File: src/hw/rtl/msc_pkg.sv
// shared types, constants and lookup functions for the seven-segment counter
package msc_pkg;

   localparam int NUM_DIGITS = 4;
   localparam int PLACE_W    = (NUM_DIGITS > 1) ? $clog2(NUM_DIGITS) : 1;
   localparam int COUNT_W    = 14;
   localparam int STEP_W     = 14;
   localparam int LOAD_W     = 16;
   localparam int SEG_W      = 7;
   localparam int SEL_W      = 4;
   localparam int DIGIT_W    = 4;
   localparam int RECIP_W    = 17;
   localparam int SHIFT_W    = 5;
   localparam int PROD_W     = COUNT_W + RECIP_W;

   localparam logic [COUNT_W-1:0] COUNT_MAX = COUNT_W'(9999);

   typedef enum logic [1:0] {
      CMD_SCAN = 2'd0,
      CMD_INC  = 2'd1,
      CMD_DEC  = 2'd2,
      CMD_LOAD = 2'd3
   } cmd_type;

   // floor(x / 10^p) = (x * mult) >> shift, exact for any 14-bit x and p up to 3
   typedef struct packed {
      logic [RECIP_W-1:0] mult;
      logic [SHIFT_W-1:0] shift;
   } recip_type;

   typedef struct packed {
      logic [SEG_W-1:0] seg;
      logic [SEL_W-1:0] sel_n;
   } disp_type;

   function automatic recip_type place_recip(input logic [PLACE_W:0] place);
      recip_type r;
      case (place)
         (PLACE_W+1)'(0): begin r.mult = RECIP_W'(1);     r.shift = SHIFT_W'(0);  end
         (PLACE_W+1)'(1): begin r.mult = RECIP_W'(52429); r.shift = SHIFT_W'(19); end
         (PLACE_W+1)'(2): begin r.mult = RECIP_W'(5243);  r.shift = SHIFT_W'(19); end
         (PLACE_W+1)'(3): begin r.mult = RECIP_W'(16778); r.shift = SHIFT_W'(24); end
         // places past the thousands always hold zero
         default: begin r.mult = '0; r.shift = '0; end
      endcase
      return r;
   endfunction

   function automatic logic [SEG_W-1:0] digit_pattern(input logic [DIGIT_W-1:0] d);
      logic [SEG_W-1:0] p;
      case (d)
         4'd0:    p = 7'h3F;
         4'd1:    p = 7'h06;
         4'd2:    p = 7'h5B;
         4'd3:    p = 7'h4F;
         4'd4:    p = 7'h66;
         4'd5:    p = 7'h6D;
         4'd6:    p = 7'h7D;
         4'd7:    p = 7'h07;
         4'd8:    p = 7'h7F;
         4'd9:    p = 7'h6F;
         default: p = 7'h00;
      endcase
      return p;
   endfunction

   // place 0 drives the top select bit, places past the last position select nothing
   function automatic logic [SEL_W-1:0] select_for_place(input logic [PLACE_W-1:0] place);
      logic [SEL_W-1:0] s;
      s = '1;
      for (int i = 0; i < SEL_W; i++) begin
         if (int'(place) == SEL_W - 1 - i) begin
            s[i] = 1'b0;
         end
      end
      return s;
   endfunction

endpackage

File: src/hw/rtl/msc_if.sv
// valid/ready channel interfaces for requests and responses
interface msc_req_if
   import msc_pkg::*;
();
   logic                     valid;
   logic                     ready;
   logic [1:0]               cmd;
   logic [STEP_W-1:0]        step_amount;
   logic signed [LOAD_W-1:0] load_value;

   modport source (output valid, output cmd, output step_amount, output load_value,
                   input ready);
   modport sink   (input valid, input cmd, input step_amount, input load_value,
                   output ready);
endinterface

interface msc_rsp_if
   import msc_pkg::*;
();
   logic               valid;
   logic               ready;
   logic [SEG_W-1:0]   segment_drive;
   logic [SEL_W-1:0]   digit_select_n;
   logic [COUNT_W-1:0] count_value;

   modport source (output valid, output segment_drive, output digit_select_n,
                   output count_value, input ready);
   modport sink   (input valid, input segment_drive, input digit_select_n,
                   input count_value, output ready);
endinterface

File: src/hw/rtl/msc_digit.sv
// decimal digit extraction and segment/select decode for one scan place
module msc_digit
   import msc_pkg::*;
(
   input  logic [COUNT_W-1:0] count,
   input  logic [PLACE_W-1:0] place,
   output disp_type           disp
);

   recip_type          recip_a;
   recip_type          recip_b;
   logic [PROD_W-1:0]  prod_a;
   logic [PROD_W-1:0]  prod_b;
   logic [COUNT_W-1:0] quot_a;
   logic [COUNT_W-1:0] quot_b;
   logic [COUNT_W-1:0] rem;

   assign recip_a = place_recip({1'b0, place});
   assign recip_b = place_recip({1'b0, place} + (PLACE_W+1)'(1));

   assign prod_a = PROD_W'(count) * PROD_W'(recip_a.mult);
   assign prod_b = PROD_W'(count) * PROD_W'(recip_b.mult);

   assign quot_a = COUNT_W'(prod_a >> recip_a.shift);
   assign quot_b = COUNT_W'(prod_b >> recip_b.shift);

   // digit = quot_a - 10 * quot_b
   assign rem = quot_a - (quot_b << 3) - (quot_b << 1);

   assign disp.seg   = digit_pattern(rem[DIGIT_W-1:0]);
   assign disp.sel_n = select_for_place(place);

endmodule

File: src/hw/rtl/msc_update.sv
// next count for increment, decrement and clamped load
module msc_update
   import msc_pkg::*;
(
   input  logic [COUNT_W-1:0]        count,
   input  cmd_type                   cmd,
   input  logic [STEP_W-1:0]         step_amount,
   input  logic signed [LOAD_W-1:0]  load_value,
   output logic [COUNT_W-1:0]        count_next
);

   logic [COUNT_W:0] sum;

   assign sum = {1'b0, count} + (COUNT_W+1)'(step_amount);

   always_comb begin
      count_next = count;
      case (cmd)
         CMD_INC: begin
            if (sum <= {1'b0, COUNT_MAX}) begin
               count_next = sum[COUNT_W-1:0];
            end
         end
         CMD_DEC: begin
            if (count >= step_amount) begin
               count_next = count - step_amount;
            end
         end
         CMD_LOAD: begin
            if (load_value >= $signed({2'b00, COUNT_MAX})) begin
               count_next = COUNT_MAX;
            end else if (load_value <= 0) begin
               count_next = '0;
            end else begin
               count_next = load_value[COUNT_W-1:0];
            end
         end
         default: count_next = count;
      endcase
   end

endmodule

File: src/hw/rtl/multiplexed_seven_segment_counter.sv
// a request passes the input register, then the state registers that hold the response
// one request per cycle unless the response stalls; update and digit split share one stage
// the state registers double as the response register, so they hold while a response stalls
// a stalled response still lets one more request into the input register
// reset (synchronous, active high): count 0, scan place 0, segments off, no digit selected
module multiplexed_seven_segment_counter
   import msc_pkg::*;
(
   input  logic       clock,
   input  logic       reset,
   msc_req_if.sink    req,
   msc_rsp_if.source  rsp
);

   logic                     in_valid_ff, in_valid_in;
   cmd_type                  cmd_ff;
   logic [STEP_W-1:0]        step_ff;
   logic signed [LOAD_W-1:0] load_ff;

   logic [COUNT_W-1:0] count_ff, count_in;
   logic [PLACE_W-1:0] place_ff, place_in;
   logic [SEG_W-1:0]   seg_ff, seg_in;
   logic [SEL_W-1:0]   sel_ff, sel_in;
   logic               rsp_valid_ff, rsp_valid_in;

   logic               req_fire;
   logic               advance;
   logic [COUNT_W-1:0] count_next;
   disp_type           disp;

   assign advance  = in_valid_ff && (!rsp_valid_ff || rsp.ready);
   assign req.ready = !in_valid_ff || advance;
   assign req_fire = req.valid && req.ready;

   msc_update u_update (
      .count       (count_ff),
      .cmd         (cmd_ff),
      .step_amount (step_ff),
      .load_value  (load_ff),
      .count_next  (count_next)
   );

   msc_digit u_digit (
      .count (count_ff),
      .place (place_ff),
      .disp  (disp)
   );

   always_comb begin
      in_valid_in = in_valid_ff;
      if (req_fire) begin
         in_valid_in = 1'b1;
      end else if (advance) begin
         in_valid_in = 1'b0;
      end

      rsp_valid_in = rsp_valid_ff;
      if (advance) begin
         rsp_valid_in = 1'b1;
      end else if (rsp.ready) begin
         rsp_valid_in = 1'b0;
      end

      count_in = count_ff;
      place_in = place_ff;
      seg_in   = seg_ff;
      sel_in   = sel_ff;
      if (advance) begin
         if (cmd_ff == CMD_SCAN) begin
            seg_in = disp.seg;
            sel_in = disp.sel_n;
            if (place_ff == PLACE_W'(NUM_DIGITS - 1)) begin
               place_in = '0;
            end else begin
               place_in = place_ff + PLACE_W'(1);
            end
         end else begin
            count_in = count_next;
         end
      end
   end

   always_ff @(posedge clock) begin
      if (reset) begin
         in_valid_ff  <= 1'b0;
         rsp_valid_ff <= 1'b0;
         count_ff     <= '0;
         place_ff     <= '0;
         seg_ff       <= '0;
         sel_ff       <= '1;
      end else begin
         in_valid_ff  <= in_valid_in;
         rsp_valid_ff <= rsp_valid_in;
         count_ff     <= count_in;
         place_ff     <= place_in;
         seg_ff       <= seg_in;
         sel_ff       <= sel_in;
      end
   end

   // request payload loads only on an accepted request, gated by req_fire
   always_ff @(posedge clock) begin
      if (req_fire) begin
         cmd_ff  <= cmd_type'(req.cmd);
         step_ff <= req.step_amount;
         load_ff <= req.load_value;
      end
   end

   assign rsp.valid          = rsp_valid_ff;
   assign rsp.segment_drive  = seg_ff;
   assign rsp.digit_select_n = sel_ff;
   assign rsp.count_value    = count_ff;

endmodule
File: src/flat_wrapper.sv
// flat-port wrapper written by rule: the top's interface ports become plain ports
module multiplexed_seven_segment_counter_flat import msc_pkg::*;
  (clock, reset, req_valid, req_cmd, req_step_amount, req_load_value, req_ready, rsp_valid, rsp_segment_drive, rsp_digit_select_n, rsp_count_value, rsp_ready);
  msc_req_if req_i ();
  msc_rsp_if rsp_i ();
  input  logic clock;
  input  logic reset;
  input wire logic [$bits(req_i.valid)-1:0] req_valid;
  input wire logic [$bits(req_i.cmd)-1:0] req_cmd;
  input wire logic [$bits(req_i.step_amount)-1:0] req_step_amount;
  input wire logic [$bits(req_i.load_value)-1:0] req_load_value;
  output wire logic [$bits(req_i.ready)-1:0] req_ready;
  output wire logic [$bits(rsp_i.valid)-1:0] rsp_valid;
  output wire logic [$bits(rsp_i.segment_drive)-1:0] rsp_segment_drive;
  output wire logic [$bits(rsp_i.digit_select_n)-1:0] rsp_digit_select_n;
  output wire logic [$bits(rsp_i.count_value)-1:0] rsp_count_value;
  input wire logic [$bits(rsp_i.ready)-1:0] rsp_ready;
  assign req_i.valid = req_valid;
  assign req_i.cmd = req_cmd;
  assign req_i.step_amount = req_step_amount;
  assign req_i.load_value = req_load_value;
  assign req_ready = req_i.ready;
  assign rsp_valid = rsp_i.valid;
  assign rsp_segment_drive = rsp_i.segment_drive;
  assign rsp_digit_select_n = rsp_i.digit_select_n;
  assign rsp_count_value = rsp_i.count_value;
  assign rsp_i.ready = rsp_ready;
  multiplexed_seven_segment_counter u_core (.clock(clock), .reset(reset), .req(req_i), .rsp(rsp_i));
endmodule
File: config.mk
export PLATFORM = sky130hd
export DESIGN_NAME = multiplexed_seven_segment_counter_flat
export DESIGN_NICKNAME = d
export VERILOG_FILES = /design/src/hw/rtl/msc_pkg.sv /design/src/hw/rtl/msc_if.sv /design/src/hw/rtl/msc_digit.sv /design/src/hw/rtl/msc_update.sv /design/src/hw/rtl/multiplexed_seven_segment_counter.sv /design/src/flat_wrapper.sv
export SDC_FILE = /design/constraint.sdc
export NUM_CORES = 1
export LEC_CHECK = 0
export BUFFER_PORTS_ARGS = -buffer_cell sky130_fd_sc_hd__buf_4
export CAP_MARGIN = 15
export CORE_MARGIN = 3
export CORE_UTILIZATION = 35
export CTS_BUF_LIST = sky130_fd_sc_hd__clkbuf_4 sky130_fd_sc_hd__clkbuf_8
export CTS_CLUSTER_SIZE = 12
export DETAILED_ROUTE_END_ITERATION = 10
export GPL_ROUTABILITY_DRIVEN = 0
export GPL_TIMING_DRIVEN = 0
export PLACE_DENSITY = 0.59
export SLEW_MARGIN = 20
export SYNTH_ARGS = -nofsm -noshare
export SYNTH_HDL_FRONTEND = slang
export SYNTH_SLANG_ARGS = --single-unit
File: constraint.sdc
create_clock -name clock -period 16.85 [get_ports clock]
set_input_delay 0.8425 -clock clock [delete_from_list [all_inputs] [get_ports clock]]
set_output_delay 0.8425 -clock clock [all_outputs]
set_load 0.01 [all_outputs]
# Yosys cells after proc, flatten, opt, wreduce, memory -nomap -nowiden
# Memory sizes are Yosys's and may differ from the RTL's. A register that Yosys moved wholly into a read port is not among the register bits.
# Cells that the tools add are included.
totals:
  regBits: 54
  mem_bits_ro: 112
  wordCells: 69
  mem_count: 1
memory_table:
  columns: ["memory", "words", "word_bits", "rd", "rd_ports_with_merged_regs", "wr", "line_no", "text"]
  rows:
  - ["(name not given)", 16, 7, 1, 1, 0, "msc_pkg.sv:51", "case (d)"]
op_classes:
  addsub: 6
  n_mul: 2
  order_cmp: 4
  eq_ne: 14
  n_shift: 2
  n_mux: 16
  bitwise: 1
  reduce_logical: 15
ops:
  columns: ["operator", "n"]
  rows:
  - ["case mux 22 bit (4 select lines)", 1]
  - ["case mux 21 bit (4 select lines)", 1]
  - ["multiplier 14 x 17 -> 31 bit", 2]
  - ["two-way mux 14 bit", 4]
  - ["case mux 14 bit (3 select lines)", 1]
  - [">> shifter 31 x 5 -> 3 bit", 1]
  - [">> shifter 31 x 5 -> 4 bit", 1]
  - [">= comparator 16 x 15 -> 1 bit (second input constant)", 1]
  - ["<= comparator 16 x 1 -> 1 bit (second input constant)", 1]
  - ["adder 14 x 14 -> 15 bit", 1]
  - ["<= comparator 15 x 14 -> 1 bit (second input constant)", 1]
  - [">= comparator 14 bit", 1]
  - ["subtractor 14 bit", 1]
  - ["equality test 2 bit (second input constant)", 6]
  - ["two-way mux 1 bit", 8]
  - ["subtractor 4 bit", 2]
  - ["equality test 2 x 1 -> 1 bit (second input constant)", 3]
  - ["equality test 3 x 2 -> 1 bit (second input constant)", 2]
  - ["logical NOT 2 bit", 3]
  - ["AND reduction 5 bit", 1]
  - ["inequality test 2 bit (second input constant)", 2]
  - ["nonzero test 2 bit", 2]
  - ["adder 2 x 1 -> 3 bit (second input constant)", 1]
  - ["equality test 3 x 1 -> 1 bit (second input constant)", 1]
  - ["other kinds (9)", 12]

# Logic depth before layout (Yosys ltp)
depth:
  word_depth: 7
  mapped_depth: 42
  mapped_depth_nobuf: 38

# Cells and area by module
# From an unflattened synthesis, not the netlist that was laid out.
unflattened:
  cells_unflattened: 2125
  area_unflattened_um2: 18860.6
by_module_without_submodules:
  columns: ["module", "instances", "cells_each", "area_each_um2"]
  rows:
  - ["msc_digit", 1, 1591, 14057.2]
  - ["msc_update", 1, 372, 2524.9]
  - ["multiplexed_seven_segment_counter", 1, 162, 2278.4]

# Worst setup path after synthesis
# Ideal clock, no wire load.
synth_timing:
  kind: "flip-flop to flip-flop"
  startpoint: "reg u_core.place_ff[0]"
  endpoint: "reg u_core.seg_ff[0] (netlist: u_core.rsp.segment_drive[0])"
  setup_ns: 0.058
  t_arrival_ns: 9.261
  path_slack_ns: 7.531
  stages_incl_launch_ff: 37
  n_path_buf: 5
  synth_period_minus_slack_ns: 9.319
  cell_sequence: "dfxtp_1 -> clkbuf_1 -> inv_1 -> ha_1 -> clkbuf_1 -> clkbuf_1 -> clkbuf_1 -> nand2_1 -> fa_1 -> inv_1 -> fa_1 -> fa_1 -> fa_1 -> fa_1 -> fa_1 -> ha_1 -> and3_1 -> a31o_2 -> o21ai_1 -> o311ai_4 -> a31o_2 -> a21oi_2 -> o21bai_1 -> a21oi_1 -> xnor2_1 -> mux4_2 -> mux2i_1 -> ha_1 -> clkbuf_1 -> nand3b_1 -> nor3_1 -> mux2i_1 -> o211ai_1 -> a311oi_1 -> xnor3_2 -> o31ai_4 -> o21a_1"
synth_via:
  elab_chain_cells: 7
  word_cells_on_any_way: 17
  classes_between: "add/sub (3); mul (2); eq/ne (6); shift (2); mux (2); reduce/logical (2)"
synth_lines:
  columns: ["element", "line_no", "text"]
  rows:
  - ["from (decl)", "multiplexed_seven_segment_counter.sv:21", "logic [PLACE_W-1:0] place_ff, place_in;"]
  - ["from (signal assigned)", "multiplexed_seven_segment_counter.sv:95", "place_ff <= place_in;"]
  - ["adder 2 x 1 -> 3 bit", "msc_digit.sv:19", "assign recip_b = place_recip({1'b0, place} + (PLACE_W+1)'(1));"]
  - ["equality test 3 x 2 -> 1 bit, or another cell as far along", "msc_pkg.sv:38", "case (place)"]
  - ["case mux 21 bit (4 select lines)", "msc_pkg.sv:38", null]
  - ["multiplier 14 x 17 -> 31 bit", "msc_digit.sv:22", "assign prod_b = PROD_W'(count) * PROD_W'(recip_b.mult);"]
  - [">> shifter 31 x 5 -> 3 bit", "msc_digit.sv:25", "assign quot_b = COUNT_W'(prod_b >> recip_b.shift);"]
  - ["subtractor 4 bit", "msc_digit.sv:28", "assign rem = quot_a - (quot_b << 3) - (quot_b << 1);"]
  - ["subtractor 4 bit *", "msc_digit.sv:28", null]
  - ["to (decl)", "multiplexed_seven_segment_counter.sv:22", "logic [SEG_W-1:0] seg_ff, seg_in;"]
# Mark *: on every way between the ends. The rest lies on a longest branch, timed or not. The select of a mux whose other input is x is not followed.
# A chain may end at the register's enable or synchronous reset.

# Final worst setup path
layout_timing:
  startpoint: "reg u_core.place_ff[0]"
  endpoint: "reg u_core.seg_ff[5] (netlist: u_core.rsp.segment_drive[5])"
# Same word-level chain as after synthesis.

==> qor.yml <==
outcome:
  run_status: "finished, final reports clean"
die:
  fp-row-count: 81
  design.die.area_um2: 53000
  io_pins: 63
  core_area_um2: 49400
  fp.dieH_um: 230
  start_util_pct: 35.7
  die_w_um: 230
clocking:
  cts-hold-fix-buffers: 0
  cts.sinks: 61
  cts_post_setup_buffers_inserted: 0
  clock_path_buffers: 2
  num_cts_buffers: 9
  cts_tree: "done"
  cts_resized: 0
  clkTransAtPathRegs_ns: 0.07
  h-tree-depth: 3
  worst_skew_pair.late_latency_ns: 0.35
  cts.root.buffer_cell: "sky130_fd_sc_hd__clkbuf_8"
timing:
  achievable-frequency_mhz: 78.3
  max_slew_margin_pct: 32.9
  totalNegativeSetupSlack_ns: 0
  timing.clock.skew_ns: 0.00826
  fin_crit_sh_pct: 75.8
  timing.final.max_slew_violations: 0
  final-setup-viol-count: 0
  rsz_0062_raised_after_global_routing: "false"
  period_minus_slack_ns: 12.77
  final_hold_violation_count: 0
  timing_worst_slew_pin_value_ns: 1.00
final_layout:
  final_cell_mix: "sky130_fd_sc_hd__inv_1, sky130_fd_sc_hd__ha_1, sky130_fd_sc_hd__fa_1"
  area_growth_syn_to_layout_pct: 8.57
  layout-drive-gt1-share_pct: 5.02
  final_nets: 2631
  antenna-diode-count: 0
  layout.cells.most_common: "sky130_fd_sc_hd__inv_1"
route:
  detailroute.via_count: 14000
  post_drt_via_cell_ratio: 5.18
  count_of_unresolved_drc_violations_after_routing: 0
  wirelength_mm: 51.4
  drt_pre_antenna_iters: 6
  initialDrtViolationCount: 1113
  route.detailed.wl_per_inst_um: 19.1
  final_antenna_net_count: 0
global_route:
  number_of_global_route_vias_before_repair: 14500
  grt_pass1_wl_mm: 82.1
  groute.usage.overall_pct: 19.8
  antenna_violations_before_repair: 0
  grt_residual_overflow: 0
  largest_net_degree_at_the_start_of_global_routing: 33
yosys:
  syn_area_um2: 17600
  ys_async_sr_fraction_pct: 0
  synth.yosys.warnings: 0
  syn_nets: 2559
  ys.flop_type: "sky130_fd_sc_hd__edfxtp_1"
  syn_inst: 1954
  synthDistinctLibCells: 74
  postSynthAreaPerCell_um2: 9.01
  synth_edf_count: 32
  synth.yosys.seq_area_share_pct: 8.76
  synth-seq-cells: 61
setup_path:
  timing.critical_path.arrival_ns: 13.07
  wp_data_required_ns: 17.15
  worst_path_dominant_cell_family: "adder cells"
  critical_path.n_buffers_inverters: 7
  crit_path_max_incr_delay_ns: 0.59
  worstSetupPathType: "reg -> reg"
  cpMostUsedCell: "sky130_fd_sc_hd__fa_1"
  critPathSlowestCell: "sky130_fd_sc_hd__clkbuf_1"
  endpoint_kind: "flip-flop"
  cp-start-kind: "flip-flop"
  highest_fanout_seen_on_the_critical_path: 10
run:
  timing.max_cap.violations: 0
power_and_ir_drop:
  fin_total_pwr_mw: 1.12
  power.leakage_nw: 10.2
  ir_worst_vdd_mv: 0.0693
  power.density_cell_area_nw_per_um2: 58.7
hold_path:
  worstHoldPathType: "reg -> reg"
place:
  io_buffers: 61
  dp_hpwl_mm: 45.1
==> flip-flops by register name (all words and copies together) (netlist names) <==
name                       flops
u_core.rsp.segment_drive       7
u_core.cmd_ff                  2
u_core.in_valid_ff             1
u_core.rsp.count_value        14
u_core.step_ff                14
u_core.rsp.digit_select_n      4
u_core.load_ff                16
u_core.place_ff                2
u_core.rsp.valid               1
==> path summary, 6_finish.rpt <==
kind                            slack [ns]                         start  depth (start not counted)                           end
worst max-delay path                  4.08            u_core.place_ff[0]                         36   u_core.rsp.segment_drive[5]
worst min register to register        0.47  u_core.rsp.digit_select_n[1]                          1  u_core.rsp.digit_select_n[1]
worst max register to register        4.08            u_core.place_ff[0]                         36   u_core.rsp.segment_drive[5]
worst min-delay path                  0.47  u_core.rsp.digit_select_n[1]                          1  u_core.rsp.digit_select_n[1]
==> synthesized netlist by cell type (17+ instances only) <==
library cell / n / share of area, %
sky130_fd_sc_hd__a21oi_1: 78 / 2.2
sky130_fd_sc_hd__nand2_1: 129 / 2.8
sky130_fd_sc_hd__a211oi_1: 28 / 1.2
sky130_fd_sc_hd__dfxtp_1: 29 / 3.3
sky130_fd_sc_hd__clkbuf_1: 59 / 1.3
sky130_fd_sc_hd__fa_1: 273 / 31
sky130_fd_sc_hd__inv_1: 463 / 9.9
sky130_fd_sc_hd__ha_1: 296 / 21
sky130_fd_sc_hd__o21ai_0: 43 / 1.2
sky130_fd_sc_hd__nand3_1: 23 / 0.65
sky130_fd_sc_hd__nor2_1: 77 / 1.6
sky130_fd_sc_hd__edfxtp_1: 32 / 5.5
sky130_fd_sc_hd__a21o_1: 23 / 0.98
sky130_fd_sc_hd__xnor2_1: 37 / 1.8
sky130_fd_sc_hd__nor2b_1: 38 / 1.4
sky130_fd_sc_hd__and2_1: 65 / 2.3
sky130_fd_sc_hd__nand2b_1: 17 / 0.60
==> final cells by class <==
| type | count | area (um2) |
|---|---|---|
| Clock buffer | 11 | 139 |
| Tap cell | 664 | 831 |
| Sequential cell | 61 | 1540 |
| Multi-Input combinational cell | 1365 | 14100 |
| Buffer | 61 | 229 |
| Clock inverter | 5 | 75.1 |
| Inverter | 467 | 1750 |
| Fill cell | 4973 | 30200 |
| Timing Repair Buffer | 61 | 458 |
==> logic make-up after synthesis <==
| group | after synthesis | share of synthesized area [%] |
|---|---|---|
| muxes | 13 | 1.04 |
| xor gates and xnor gates | 53 | 2.72 |
| DFF | 61 | 8.76 |
| buffers and inverters | 528 | 11.3 |
| AOI/OAI and AO/OA | 306 | 12.0 |
| and+or+nand+nor | 424 | 12.1 |
| adders and majority gates | 569 | 52.1 |
==> worst register-to-register path, delay by kind of cell (launching register included) <==
kind                     cells  cell delay, ns
multiplexers                 3            1.06
AO/OA/AOI/OAI               10            2.19
flip-flops                   1            0.45
adder cells (fa/ha/maj)      9            4.41
buffers and inverters        7            2.85
XOR/XNOR                     2            0.57
AND/OR/NAND/NOR              5            1.20
==> per-stage QoR <==
| step | hold slack, ns | setup slack [ns] | instance area [um2] | utilization, % | cells |
|---|---|---|---|---|---|
| floorplan | 0.481 | 7.53 | 17600 | - | 1954 |
| global placement | 0.449 | 4.61 | 18900 | 38.3 | 2679 |
| detailed placement | 0.453 | 4.43 | 18900 | 38.3 | 2679 |
| CTS | 0.474 | 4.36 | 19100 | 38.7 | 2695 |
| global route | 0.509 | 3.62 | 19100 | 38.7 | 2695 |
| finish | 0.466 | 4.08 | 19100 | 38.7 | 2695 |
==> where the power goes <==
part           total, mW  switching, mW  internal (mW)
sequential         0.186         0.0181          0.167
clock              0.143         0.0576         0.0856
combinational      0.793          0.481          0.313
total               1.12          0.557          0.566
==> routing by layer <==
metal / up-vias / routed length (um) / track usage, % / part of all wire, %
met5: - / 0 / 0 / 0
met4: 0 / 1830 / 6.27 / 3.6
met3: 95 / 4290 / 4.50 / 8.4
met2: 552 / 23100 / 31.6 / 45
met1: 6858 / 22100 / 26.8 / 43
li1: 6459 / - / - / -
No activity file was read; power rests on OpenSTA's default activity.
